--- src/rtl/core/rim_pkg.sv ---
// Shared constants for the rotozoom inverse mapper: register indexes and fixed widths.
package rim_pkg;

   localparam int CSR_INDEX_BITS = 3;

   typedef logic [CSR_INDEX_BITS-1:0] csr_index_type;

   localparam csr_index_type CSR_COEF_COS      = csr_index_type'(0);
   localparam csr_index_type CSR_COEF_SIN      = csr_index_type'(1);
   localparam csr_index_type CSR_DEST_CENTER_X = csr_index_type'(2);
   localparam csr_index_type CSR_DEST_CENTER_Y = csr_index_type'(3);
   localparam csr_index_type CSR_SRC_WIDTH     = csr_index_type'(4);
   localparam csr_index_type CSR_SRC_HEIGHT    = csr_index_type'(5);

endpackage

--- src/rtl/core/rim_if.sv ---
// Valid/ready channel interfaces for the rotozoom inverse mapper.
interface rim_req_if #(
   parameter int COORD_BITS = 12
);
   logic                  valid;
   logic                  ready;
   logic [COORD_BITS-1:0] dest_x;
   logic [COORD_BITS-1:0] dest_y;

   modport source (output valid, output dest_x, output dest_y, input ready);
   modport sink   (input valid, input dest_x, input dest_y, output ready);
endinterface

interface rim_rsp_if #(
   parameter int OUT_BITS = 8
);
   logic                valid;
   logic                ready;
   logic                hit;
   logic [OUT_BITS-1:0] src_x;
   logic [OUT_BITS-1:0] src_y;

   modport source (output valid, output hit, output src_x, output src_y, input ready);
   modport sink   (input valid, input hit, input src_x, input src_y, output ready);
endinterface

interface rim_csr_if #(
   parameter int DATA_BITS = 18
);
   import rim_pkg::*;
   logic                 valid;
   logic                 ready;
   csr_index_type        index;
   logic [DATA_BITS-1:0] data;

   modport source (output valid, output index, output data, input ready);
   modport sink   (input valid, input index, input data, output ready);
endinterface

--- src/rtl/core/rotozoom_inverse_map_top.sv ---
// Rotozoom inverse mapper: destination pixel to rounded source-grid coordinate and hit flag.
//
// One destination coordinate is accepted per clock and one result leaves per clock
// while the response channel is not stalled. The datapath is five register stages
// (input, four products, two sums, rounding, bounds check and result). Each stage holds
// its item while the stage after it is full and stalled, so empty stages keep filling
// under a stalled response channel. Coefficients are signed with FRAC_BITS fraction
// bits; the response interface must carry clog2(SRC_MAX) bits per coordinate and the CSR
// interface the widest register. The user must write registers only while no transaction
// is in flight; the block does not enforce this. csr ready is always high.
module rotozoom_inverse_map_top #(
   parameter int COORD_BITS = 12,
   parameter int SRC_MAX    = 256,
   parameter int FRAC_BITS  = 16
) (
   input  logic   clock,
   input  logic   reset,
   rim_req_if.sink   req_chan,
   rim_rsp_if.source rsp_chan,
   rim_csr_if.sink   csr_chan
);
   import rim_pkg::*;

   localparam int COEF_BITS = FRAC_BITS + 2;
   localparam int OUT_BITS  = $clog2(SRC_MAX);
   localparam int SIZE_BITS = OUT_BITS + 1;
   localparam int DIFF_BITS = COORD_BITS + 1;
   localparam int PROD_BITS = COEF_BITS + DIFF_BITS;
   localparam int ACC_BITS  = PROD_BITS + 2;
   localparam int RND_BITS  = ACC_BITS - FRAC_BITS;
   localparam logic [ACC_BITS-1:0] HALF = {{(ACC_BITS-1){1'b0}}, 1'b1} << (FRAC_BITS - 1);
   localparam logic [SIZE_BITS-1:0] SIZE_MAX = SIZE_BITS'(SRC_MAX);

   // configuration registers
   logic signed [COEF_BITS-1:0]  coef_cos_ff;
   logic signed [COEF_BITS-1:0]  coef_sin_ff;
   logic        [COORD_BITS-1:0] center_x_ff;
   logic        [COORD_BITS-1:0] center_y_ff;
   logic        [SIZE_BITS-1:0]  width_ff;
   logic        [SIZE_BITS-1:0]  height_ff;
   logic        [SIZE_BITS-1:0]  size_in;

   assign csr_chan.ready = 1'b1;

   always_comb begin
      size_in = csr_chan.data[SIZE_BITS-1:0];
      if (size_in > SIZE_MAX) begin
         size_in = SIZE_MAX;
      end
   end

   always_ff @(posedge clock) begin
      if (reset) begin
         coef_cos_ff <= COEF_BITS'(1) << FRAC_BITS;
         coef_sin_ff <= '0;
         center_x_ff <= '0;
         center_y_ff <= '0;
         width_ff    <= SIZE_BITS'(1);
         height_ff   <= SIZE_BITS'(1);
      end else if (csr_chan.valid) begin
         case (csr_chan.index)
            CSR_COEF_COS:      coef_cos_ff <= csr_chan.data[COEF_BITS-1:0];
            CSR_COEF_SIN:      coef_sin_ff <= csr_chan.data[COEF_BITS-1:0];
            CSR_DEST_CENTER_X: center_x_ff <= csr_chan.data[COORD_BITS-1:0];
            CSR_DEST_CENTER_Y: center_y_ff <= csr_chan.data[COORD_BITS-1:0];
            CSR_SRC_WIDTH:     width_ff    <= size_in;
            CSR_SRC_HEIGHT:    height_ff   <= size_in;
            default: ;
         endcase
      end
   end

   // source centre (size - 1) / 2 in coefficient format, size may be 0
   logic signed [SIZE_BITS:0]   width_m1;
   logic signed [SIZE_BITS:0]   height_m1;
   logic signed [ACC_BITS-1:0]  ctr_x;
   logic signed [ACC_BITS-1:0]  ctr_y;

   assign width_m1  = $signed({1'b0, width_ff}) - $signed((SIZE_BITS + 1)'(1));
   assign height_m1 = $signed({1'b0, height_ff}) - $signed((SIZE_BITS + 1)'(1));
   assign ctr_x     = ACC_BITS'(width_m1) <<< (FRAC_BITS - 1);
   assign ctr_y     = ACC_BITS'(height_m1) <<< (FRAC_BITS - 1);

   // stage handshake
   logic v0_ff, v1_ff, v2_ff, v3_ff, v4_ff;
   logic rdy0, rdy1, rdy2, rdy3, rdy4;

   assign rdy4 = !v4_ff || rsp_chan.ready;
   assign rdy3 = !v3_ff || rdy4;
   assign rdy2 = !v2_ff || rdy3;
   assign rdy1 = !v1_ff || rdy2;
   assign rdy0 = !v0_ff || rdy1;
   assign req_chan.ready = rdy0;

   always_ff @(posedge clock) begin
      if (reset) begin
         v0_ff <= 1'b0;
         v1_ff <= 1'b0;
         v2_ff <= 1'b0;
         v3_ff <= 1'b0;
         v4_ff <= 1'b0;
      end else begin
         if (rdy0) begin
            v0_ff <= req_chan.valid;
         end
         if (rdy1) begin
            v1_ff <= v0_ff;
         end
         if (rdy2) begin
            v2_ff <= v1_ff;
         end
         if (rdy3) begin
            v3_ff <= v2_ff;
         end
         if (rdy4) begin
            v4_ff <= v3_ff;
         end
      end
   end

   // stage 0: input register
   logic [COORD_BITS-1:0] dx_ff, dy_ff;

   always_ff @(posedge clock) begin
      if (rdy0 && req_chan.valid) begin
         dx_ff <= req_chan.dest_x;
         dy_ff <= req_chan.dest_y;
      end
   end

   // stage 1: centre offset and products
   logic signed [DIFF_BITS-1:0] px_in, py_in;
   logic signed [PROD_BITS-1:0] cos_px_in, sin_py_in, sin_px_in, cos_py_in;
   logic signed [PROD_BITS-1:0] cos_px_ff, sin_py_ff, sin_px_ff, cos_py_ff;

   assign px_in     = $signed({1'b0, dx_ff}) - $signed({1'b0, center_x_ff});
   assign py_in     = $signed({1'b0, dy_ff}) - $signed({1'b0, center_y_ff});
   assign cos_px_in = coef_cos_ff * px_in;
   assign sin_py_in = coef_sin_ff * py_in;
   assign sin_px_in = coef_sin_ff * px_in;
   assign cos_py_in = coef_cos_ff * py_in;

   always_ff @(posedge clock) begin
      if (rdy1 && v0_ff) begin
         cos_px_ff <= cos_px_in;
         sin_py_ff <= sin_py_in;
         sin_px_ff <= sin_px_in;
         cos_py_ff <= cos_py_in;
      end
   end

   // stage 2: sums
   logic signed [ACC_BITS-1:0] sum_x_in, sum_y_in;
   logic signed [ACC_BITS-1:0] sum_x_ff, sum_y_ff;

   assign sum_x_in = ACC_BITS'(cos_px_ff) + ACC_BITS'(sin_py_ff) + ctr_x;
   assign sum_y_in = ACC_BITS'(cos_py_ff) - ACC_BITS'(sin_px_ff) + ctr_y;

   always_ff @(posedge clock) begin
      if (rdy2 && v1_ff) begin
         sum_x_ff <= sum_x_in;
         sum_y_ff <= sum_y_in;
      end
   end

   // stage 3: round magnitude half away from zero
   logic                neg_x_in, neg_y_in;
   logic [ACC_BITS-1:0] mag_x, mag_y, bias_x, bias_y;
   logic [RND_BITS-1:0] rnd_x_in, rnd_y_in;
   logic                neg_x_ff, neg_y_ff;
   logic [RND_BITS-1:0] rnd_x_ff, rnd_y_ff;

   assign neg_x_in = sum_x_ff[ACC_BITS-1];
   assign neg_y_in = sum_y_ff[ACC_BITS-1];
   assign mag_x    = neg_x_in ? ACC_BITS'(-sum_x_ff) : ACC_BITS'(sum_x_ff);
   assign mag_y    = neg_y_in ? ACC_BITS'(-sum_y_ff) : ACC_BITS'(sum_y_ff);
   assign bias_x   = mag_x + HALF;
   assign bias_y   = mag_y + HALF;
   assign rnd_x_in = bias_x[ACC_BITS-1:FRAC_BITS];
   assign rnd_y_in = bias_y[ACC_BITS-1:FRAC_BITS];

   always_ff @(posedge clock) begin
      if (rdy3 && v2_ff) begin
         neg_x_ff <= neg_x_in;
         neg_y_ff <= neg_y_in;
         rnd_x_ff <= rnd_x_in;
         rnd_y_ff <= rnd_y_in;
      end
   end

   // stage 4: bounds check and result register; a negative value rounding to 0 still hits
   logic [RND_BITS-1:0] ox, oy;
   logic                ok_x, ok_y, hit_in;
   logic                hit_ff;
   logic [OUT_BITS-1:0] out_x_ff, out_y_ff;

   assign ox     = neg_x_ff ? '0 : rnd_x_ff;
   assign oy     = neg_y_ff ? '0 : rnd_y_ff;
   assign ok_x   = (!neg_x_ff || rnd_x_ff == '0) && (ox < RND_BITS'(width_ff));
   assign ok_y   = (!neg_y_ff || rnd_y_ff == '0) && (oy < RND_BITS'(height_ff));
   assign hit_in = ok_x && ok_y;

   always_ff @(posedge clock) begin
      if (rdy4 && v3_ff) begin
         hit_ff   <= hit_in;
         out_x_ff <= hit_in ? ox[OUT_BITS-1:0] : '0;
         out_y_ff <= hit_in ? oy[OUT_BITS-1:0] : '0;
      end
   end

   assign rsp_chan.valid = v4_ff;
   assign rsp_chan.hit   = hit_ff;
   assign rsp_chan.src_x = out_x_ff;
   assign rsp_chan.src_y = out_y_ff;

   a_miss_zero: assert property (@(posedge clock) disable iff (reset)
      v4_ff && !hit_ff |-> out_x_ff == '0 && out_y_ff == '0)
      else $error("miss transaction carries nonzero coordinates");

   a_round_hold: assert property (@(posedge clock) disable iff (reset)
      v3_ff && !rdy4 |=> v3_ff)
      else $error("rounding stage dropped a transaction under stall");

   a_reset_empty: assert property (@(posedge clock)
      $past(reset) |-> !v4_ff && !v0_ff)
      else $error("pipeline not empty after reset");

endmodule

--- src/flat_wrapper.sv ---
// flat-port wrapper written by rule: the top's interface ports become plain ports
module rotozoom_inverse_map_top_flat import rim_pkg::*;
#(
   parameter int COORD_BITS = 12,
   parameter int SRC_MAX    = 256,
   parameter int FRAC_BITS  = 16
)
  (clock, reset, req_chan_valid, req_chan_dest_x, req_chan_dest_y, req_chan_ready, rsp_chan_valid, rsp_chan_hit, rsp_chan_src_x, rsp_chan_src_y, rsp_chan_ready, csr_chan_valid, csr_chan_index, csr_chan_data, csr_chan_ready);
  rim_req_if #(.COORD_BITS(COORD_BITS)) req_chan_i ();
  rim_rsp_if #(.OUT_BITS((8))) rsp_chan_i ();
  rim_csr_if #(.DATA_BITS((FRAC_BITS + 2))) csr_chan_i ();
  input  logic clock;
  input  logic reset;
  input wire logic [$bits(req_chan_i.valid)-1:0] req_chan_valid;
  input wire logic [$bits(req_chan_i.dest_x)-1:0] req_chan_dest_x;
  input wire logic [$bits(req_chan_i.dest_y)-1:0] req_chan_dest_y;
  output wire logic [$bits(req_chan_i.ready)-1:0] req_chan_ready;
  output wire logic [$bits(rsp_chan_i.valid)-1:0] rsp_chan_valid;
  output wire logic [$bits(rsp_chan_i.hit)-1:0] rsp_chan_hit;
  output wire logic [$bits(rsp_chan_i.src_x)-1:0] rsp_chan_src_x;
  output wire logic [$bits(rsp_chan_i.src_y)-1:0] rsp_chan_src_y;
  input wire logic [$bits(rsp_chan_i.ready)-1:0] rsp_chan_ready;
  input wire logic [$bits(csr_chan_i.valid)-1:0] csr_chan_valid;
  input wire logic [$bits(csr_chan_i.index)-1:0] csr_chan_index;
  input wire logic [$bits(csr_chan_i.data)-1:0] csr_chan_data;
  output wire logic [$bits(csr_chan_i.ready)-1:0] csr_chan_ready;
  assign req_chan_i.valid = req_chan_valid;
  assign req_chan_i.dest_x = req_chan_dest_x;
  assign req_chan_i.dest_y = req_chan_dest_y;
  assign req_chan_ready = req_chan_i.ready;
  assign rsp_chan_valid = rsp_chan_i.valid;
  assign rsp_chan_hit = rsp_chan_i.hit;
  assign rsp_chan_src_x = rsp_chan_i.src_x;
  assign rsp_chan_src_y = rsp_chan_i.src_y;
  assign rsp_chan_i.ready = rsp_chan_ready;
  assign csr_chan_i.valid = csr_chan_valid;
  assign csr_chan_i.index = csr_chan_index;
  assign csr_chan_i.data = csr_chan_data;
  assign csr_chan_ready = csr_chan_i.ready;
  rotozoom_inverse_map_top #(.COORD_BITS(COORD_BITS), .SRC_MAX(SRC_MAX), .FRAC_BITS(FRAC_BITS)) u_core (.clock(clock), .reset(reset), .req_chan(req_chan_i), .rsp_chan(rsp_chan_i), .csr_chan(csr_chan_i));
endmodule
--- config.mk ---
export PLATFORM = sky130hd
export DESIGN_NAME = rotozoom_inverse_map_top_flat
export DESIGN_NICKNAME = d
export VERILOG_FILES = /design/src/rtl/core/rim_pkg.sv /design/src/rtl/core/rim_if.sv /design/src/rtl/core/rotozoom_inverse_map_top.sv /design/src/flat_wrapper.sv
export SDC_FILE = /design/constraint.sdc
export NUM_CORES = 2
export LEC_CHECK = 0
export BUFFER_PORTS_ARGS = -buffer_cell sky130_fd_sc_hd__buf_2
export CAP_MARGIN = 20
export CORE_MARGIN = 4
export CORE_UTILIZATION = 45
export CTS_CLUSTER_SIZE = 20
export DETAILED_ROUTE_END_ITERATION = 16
export SYNTH_ARGS = -nofsm -noshare
export SYNTH_HDL_FRONTEND = slang
export SYNTH_SLANG_ARGS = --single-unit
--- constraint.sdc ---
create_clock -name clock -period 12.5 [get_ports clock]
set_input_delay 1.25 -clock clock [delete_from_list [all_inputs] [get_ports clock]]
set_output_delay 1.25 -clock clock [all_outputs]
set_load 0.1 [all_outputs]
### After elaboration in Yosys (flattened, before gate mapping)

Index checks and enable logic that the tools add are counted.

* bits in registers: 350
* bits in latches: 0
* bits in writable memories: 0
* memory bits (read-only): 0
* input bits: 50
* output and inout bits: 20
* word-level logic and storage cells: 86
* memories kept: 0

* add/subtract/negate cells: 12
* $mul: 4
* div/mod/pow operators: 0
* order comparisons: 3
* eq/ne operators: 5
* shifts and indexed selects: 0
* muxes and demuxes: 5
* bitwise logic cells: 0
* reductions and logical operators: 31

Operators with widths (count)
* multiplier 18 x 13 -> 31 bit: 4
* adder 32 x 25 -> 33 bit: 2
* adder 33 x 16 -> 33 bit, second input constant: 2
* 2-to-1 mux 33 bit: 2
* negation 33 bit: 2
* zero test 17 bit: 2
* < comparator 17 x 9 -> 1 bit: 2
* 2-to-1 mux 17 bit: 2
* adder 31 x 31 -> 32 bit: 1
* subtractor 31 x 31 -> 32 bit: 1
* subtractor 12 x 12 -> 13 bit: 2
* subtractor 9 x 1 -> 10 bit, second input constant: 2
* AND reduction 2 bit: 6
* greater-than comparator 9 bit, second input constant: 1
* 2-to-1 mux 9 bit: 1
* logical AND 1 bit: 8
* zero test 1 bit: 7
* logical OR 1 bit: 7
* equality test 3 x 2 -> 1 bit, second input constant: 2
* equality test 3 bit, second input constant: 2
* equality test 3 x 1 -> 1 bit, second input constant: 1
* zero test 3 bit: 1

### Depth between registers and ports, before layout

* depth in word-level cells: 7
* depth in mapped cells: 37
* depth with buffers taken out: 35

### Least setup slack after synthesis

No wires, ideal clock.

* path kind: input -> register
* start: in rsp_chan_ready
* end: reg u_core.cos_px_ff[0] (enable)
* setup time: 0.797 ns
* data arrival time: 10.603 ns
* required time: 11.703 ns
* slack: 1.100 ns
* stages on the path: 4
* path buffers: 1
* cell sequence: nor2b_1 and3_1 clkbuf_1 a21boi_0

* longest elaborated chain between the ends: 5

Ends and longest elaborated chain
* start: declaration: RTL line flat_wrapper.sv:22 `input wire logic [$bits(rsp_chan_i.ready)-1:0] rsp_chan_ready;`
* logical OR 1 bit: RTL line rotozoom_inverse_map_top.sv:88 `assign rdy4 = !v4_ff || rsp_chan.ready;`
* logical OR 1 bit: RTL line rotozoom_inverse_map_top.sv:89 `assign rdy3 = !v3_ff || rdy4;`
* logical OR 1 bit: RTL line rotozoom_inverse_map_top.sv:90 `assign rdy2 = !v2_ff || rdy3;`
* logical OR 1 bit: RTL line rotozoom_inverse_map_top.sv:91 `assign rdy1 = !v1_ff || rdy2;`
* logical AND 1 bit: RTL line rotozoom_inverse_map_top.sv:144 `if (rdy1 && v0_ff) begin`
* end signal: assignment: RTL line rotozoom_inverse_map_top.sv:145 `cos_px_ff <= cos_px_in;`
* end: declaration: RTL line rotozoom_inverse_map_top.sv:134 `logic signed [PROD_BITS-1:0] cos_px_ff, sin_py_ff, sin_px_ff, cos_py_ff;`

Every way passes these cells.
A chain may end at the register's enable or synchronous reset.

### Worst setup path after layout

* start: reg u_core.dy_ff[0]
* end: reg u_core.cos_py_ff[30] (data pin)

* longest elaborated chain between the ends: 2

Ends and longest elaborated chain
* start: declaration: RTL line rotozoom_inverse_map_top.sv:122 `logic [COORD_BITS-1:0] dx_ff, dy_ff;`
* start signal: assignment: RTL line rotozoom_inverse_map_top.sv:127 `dy_ff <= req_chan.dest_y;`
* subtractor 12 x 12 -> 13 bit: RTL line rotozoom_inverse_map_top.sv:137 `assign py_in = $signed({1'b0, dy_ff}) - $signed({1'b0, center_y_ff});`
* multiplier 18 x 13 -> 31 bit: RTL line rotozoom_inverse_map_top.sv:141 `assign cos_py_in = coef_cos_ff * py_in;`
* net u_core.cos_py_in[30]: RTL line rotozoom_inverse_map_top.sv:133 `logic signed [PROD_BITS-1:0] cos_px_in, sin_py_in, sin_px_in, cos_py_in;`
* end signal: assignment: RTL line rotozoom_inverse_map_top.sv:148 `cos_py_ff <= cos_py_in;`
* end: declaration: RTL line rotozoom_inverse_map_top.sv:134

The timed path passes the listed nets, and every way through them passes these cells.

==> metrics <==
Worst Setup Start Kind register; sequential share of the synthesized area 18.89%; # IOs 70; pre-CTS setup slack 3.117 ns; min Tclk post-route 9.437 ns; Hold Slack 0.4528 ns; crit share post-route 75.50%; CTS tree built; largest net degree at the start of global routing 84; M2 GR Usage 35.75%; setup violators final 0; post-CTS setup buffers 0; antenna-violating nets left 0; GRT met1 Usage 31.91%; largest cells by area after synthesis fa_1 35%, edfxtp_1 16%, ha_1 11%, inv_1 6.5%, nand2_1 5.5%; Post-Syn Instances 5276; die height 345.4 um; Initial Util 45.42%; WL final 130900 um; port buffer count 68; Clock Latency Late Sink 0.62 ns; drt via density 5.290; Die Area 119300 um^2; CP max-delay cell o41a_2; cell family with most CP delay compound AO/OA/AOI/OAI gates; max-slew headroom at the worst pin 25.92%; CTS root buf clkbuf_16; critical path capture point type register; CTS Hold Bufs 0; Switching Fraction 41.41%; max incr delay on CP 0.56 ns; Yosys reg bits 350; Leak 26.22 nW; DR pass1 iterations 6; gr ovfl total 0; Yosys top cell area share 35.32%; Filler cells 10452; first-pass GRT wire length 213100 um; Routed WL per cell 19.33 um; GPL Wtd Cong 0.8894; CTS Buf Count 46; WP data required 12.85 ns; Unique masters post-synth 76; peak supply drop 0.09361 mV; share of cells above drive strength 1 5.293%; crit-path most repeated cell fa_1; maximum capacitance violations 0; P_sw 2.692 mW; initial antenna violation count 4; ys flop type edfxtp_1; Yosys warning total 0; vias in the first global route 37293; CP Class reg2reg; Mean Syn Cell Area 9.712 um^2; gr busiest metal met2; Layout area overhead 7.355%; DR iter-0 viols 2492; Final Hold Viols 0; TNS Setup 0 ns; Via Count 35826; setup ws final 3.063 ns; met3 Usage GRT 4.166%; FP Rows 123; commonest non-fill, non-tap cell in the layout fa_1; syn nets 6674; Die Wd 345.4 um; worst path arrival time 9.78 ns; clock power share 22.1%; clock sink count 350; area leader, netlist fa_1; Async S/R FF share, synth 0%; overall routing resource usage 22.58%; Clock Skew 0.03446 ns; Power Internal 3.809 mW; H-Tree Level Count 2; Pwr per Cell Area 118.2 nW/um^2; WP buf/inv 5; post-detail-place hpwl 100500 um; Final Max Slew Viols 0; Hold Crit Class reg2reg; number of synthesized flops with an enable pin 267; fmax 0.1060 GHz; crit path max fanout 28; status completed; measured slew at the worst slew-check pin 1.097 ns; clock slew at reported path FFs 0.06 ns; CTS resizes 0; drt drc 0; Combinational Power Share 52.3%; RSZ-0062 raised after global routing false; overall power 6.501 mW; clk buf depth 3; Mapped Area 51240 um^2; Core Util, Final 48.76%; most frequent cells in the layout 903 x fa_1, 886 x inv_1, 746 x nand2_1, 444 x ha_1, 291 x and2_1; number of nets in the layout 6632; CORE AREA 112800 um^2; part of the power in registers 25.6%
## path summary, 6_finish.rpt
path	startpoint	to	slack [ns]	cells after the start
max reg2reg	u_core.dy_ff[0]$_DFFE_PP_	u_core.cos_py_ff[30]$_DFFE_PP_	3.06	34
min	u_core.center_x_ff[11]$_SDFFE_PP0P_	u_core.center_x_ff[11]$_SDFFE_PP0P_	0.45	2
min reg2reg	u_core.center_x_ff[11]$_SDFFE_PP0P_	u_core.center_x_ff[11]$_SDFFE_PP0P_	0.45	2
max	u_core.dy_ff[0]$_DFFE_PP_	u_core.cos_py_ff[30]$_DFFE_PP_	3.06	34
## power groups by stage
stage	combinational, mW	clock (mW)	sequential [mW]
final	3.40	1.44	1.66
after global routing	3.87	1.52	1.68
after CTS	3.40	1.48	1.66
after detailed placement	3.36	0	1.69
after global placement	3.32	0	1.69
after floorplan	2.49	0	1.63
## state kept, by name, indices dropped and copies added (netlist names), 18 cells and up
signal and cells:
u_core.sum_x_ff 33, u_core.sum_y_ff 33, u_core.cos_px_ff 31, u_core.cos_py_ff 31, u_core.sin_px_ff 31, u_core.sin_py_ff 31, u_core.coef_cos_ff 18, u_core.coef_sin_ff 18
## synth_stat cells (all sizes together), types with 84 or more instances
cell type / instances
fa: 904
a21oi: 201
o21ai: 84
nand2: 746
nor2b: 125
edfxtp: 267
clkbuf: 221
inv: 886
and2: 291
nor2: 207
ha: 444
xnor2: 196
## worst reg2reg max path: cells and delay by family, from the launching register on
family                     cells  cell delay, ns
AOI/OAI and AO/OA             15            3.75
buffers and inverters          5            0.54
xor gates and xnor gates       1            0.15
DFF                            1            0.36
adders and majority gates      9            3.68
and+or+nand+nor                4            0.70
## cell families (layout without fill, tap and decap cells)
group,after synthesis,in the layout,share of synthesized area [%]
AO/OA/AOI/OAI,558,558,6.942
XOR/XNOR,269,269,4.598
adder cells (fa/ha/maj),1349,1349,46.18
buffers and inverters,1120,1115,8.217
flip-flops,350,350,18.89
multiplexers,2,2,0.03907
other,1,2,0.007319
AND/OR/NAND/NOR,1627,1627,15.13
## final cells by class
| type | instances | area (um^2) | share of cell area (%) |
|---|---|---|---|
| antenna | 1 | 2.502 | 0.004549 |
| clock buffer | 52 | 1195 | 2.172 |
| clock inverter | 33 | 439.2 | 0.7984 |
| inverter | 886 | 3326 | 6.046 |
| multi-input combinational | 3806 | 37560 | 68.29 |
| sequential | 350 | 9679 | 17.60 |
| tap | 1500 | 1877 | 3.412 |
| timing repair buffer | 144 | 927.1 | 1.685 |
## per-layer routing
layer	vias to the layer above	share of wire [%]
met1	18143	45
met3	191	7.0
met2	1058	45
met5	-	0.042
met4	8	3.1
li1	16426	-
## per-stage QoR
stage | instances | instance area, um^2
2_1_floorplan | 5276 | 51240
3_3_place_gp | 6683 | 53330
3_5_place_dp | 6684 | 53340
4_1_cts | 6769 | 54970
5_1_grt | 6771 | 55010
6_report | 6772 | 55010
(Power assumes the default switching activity.)
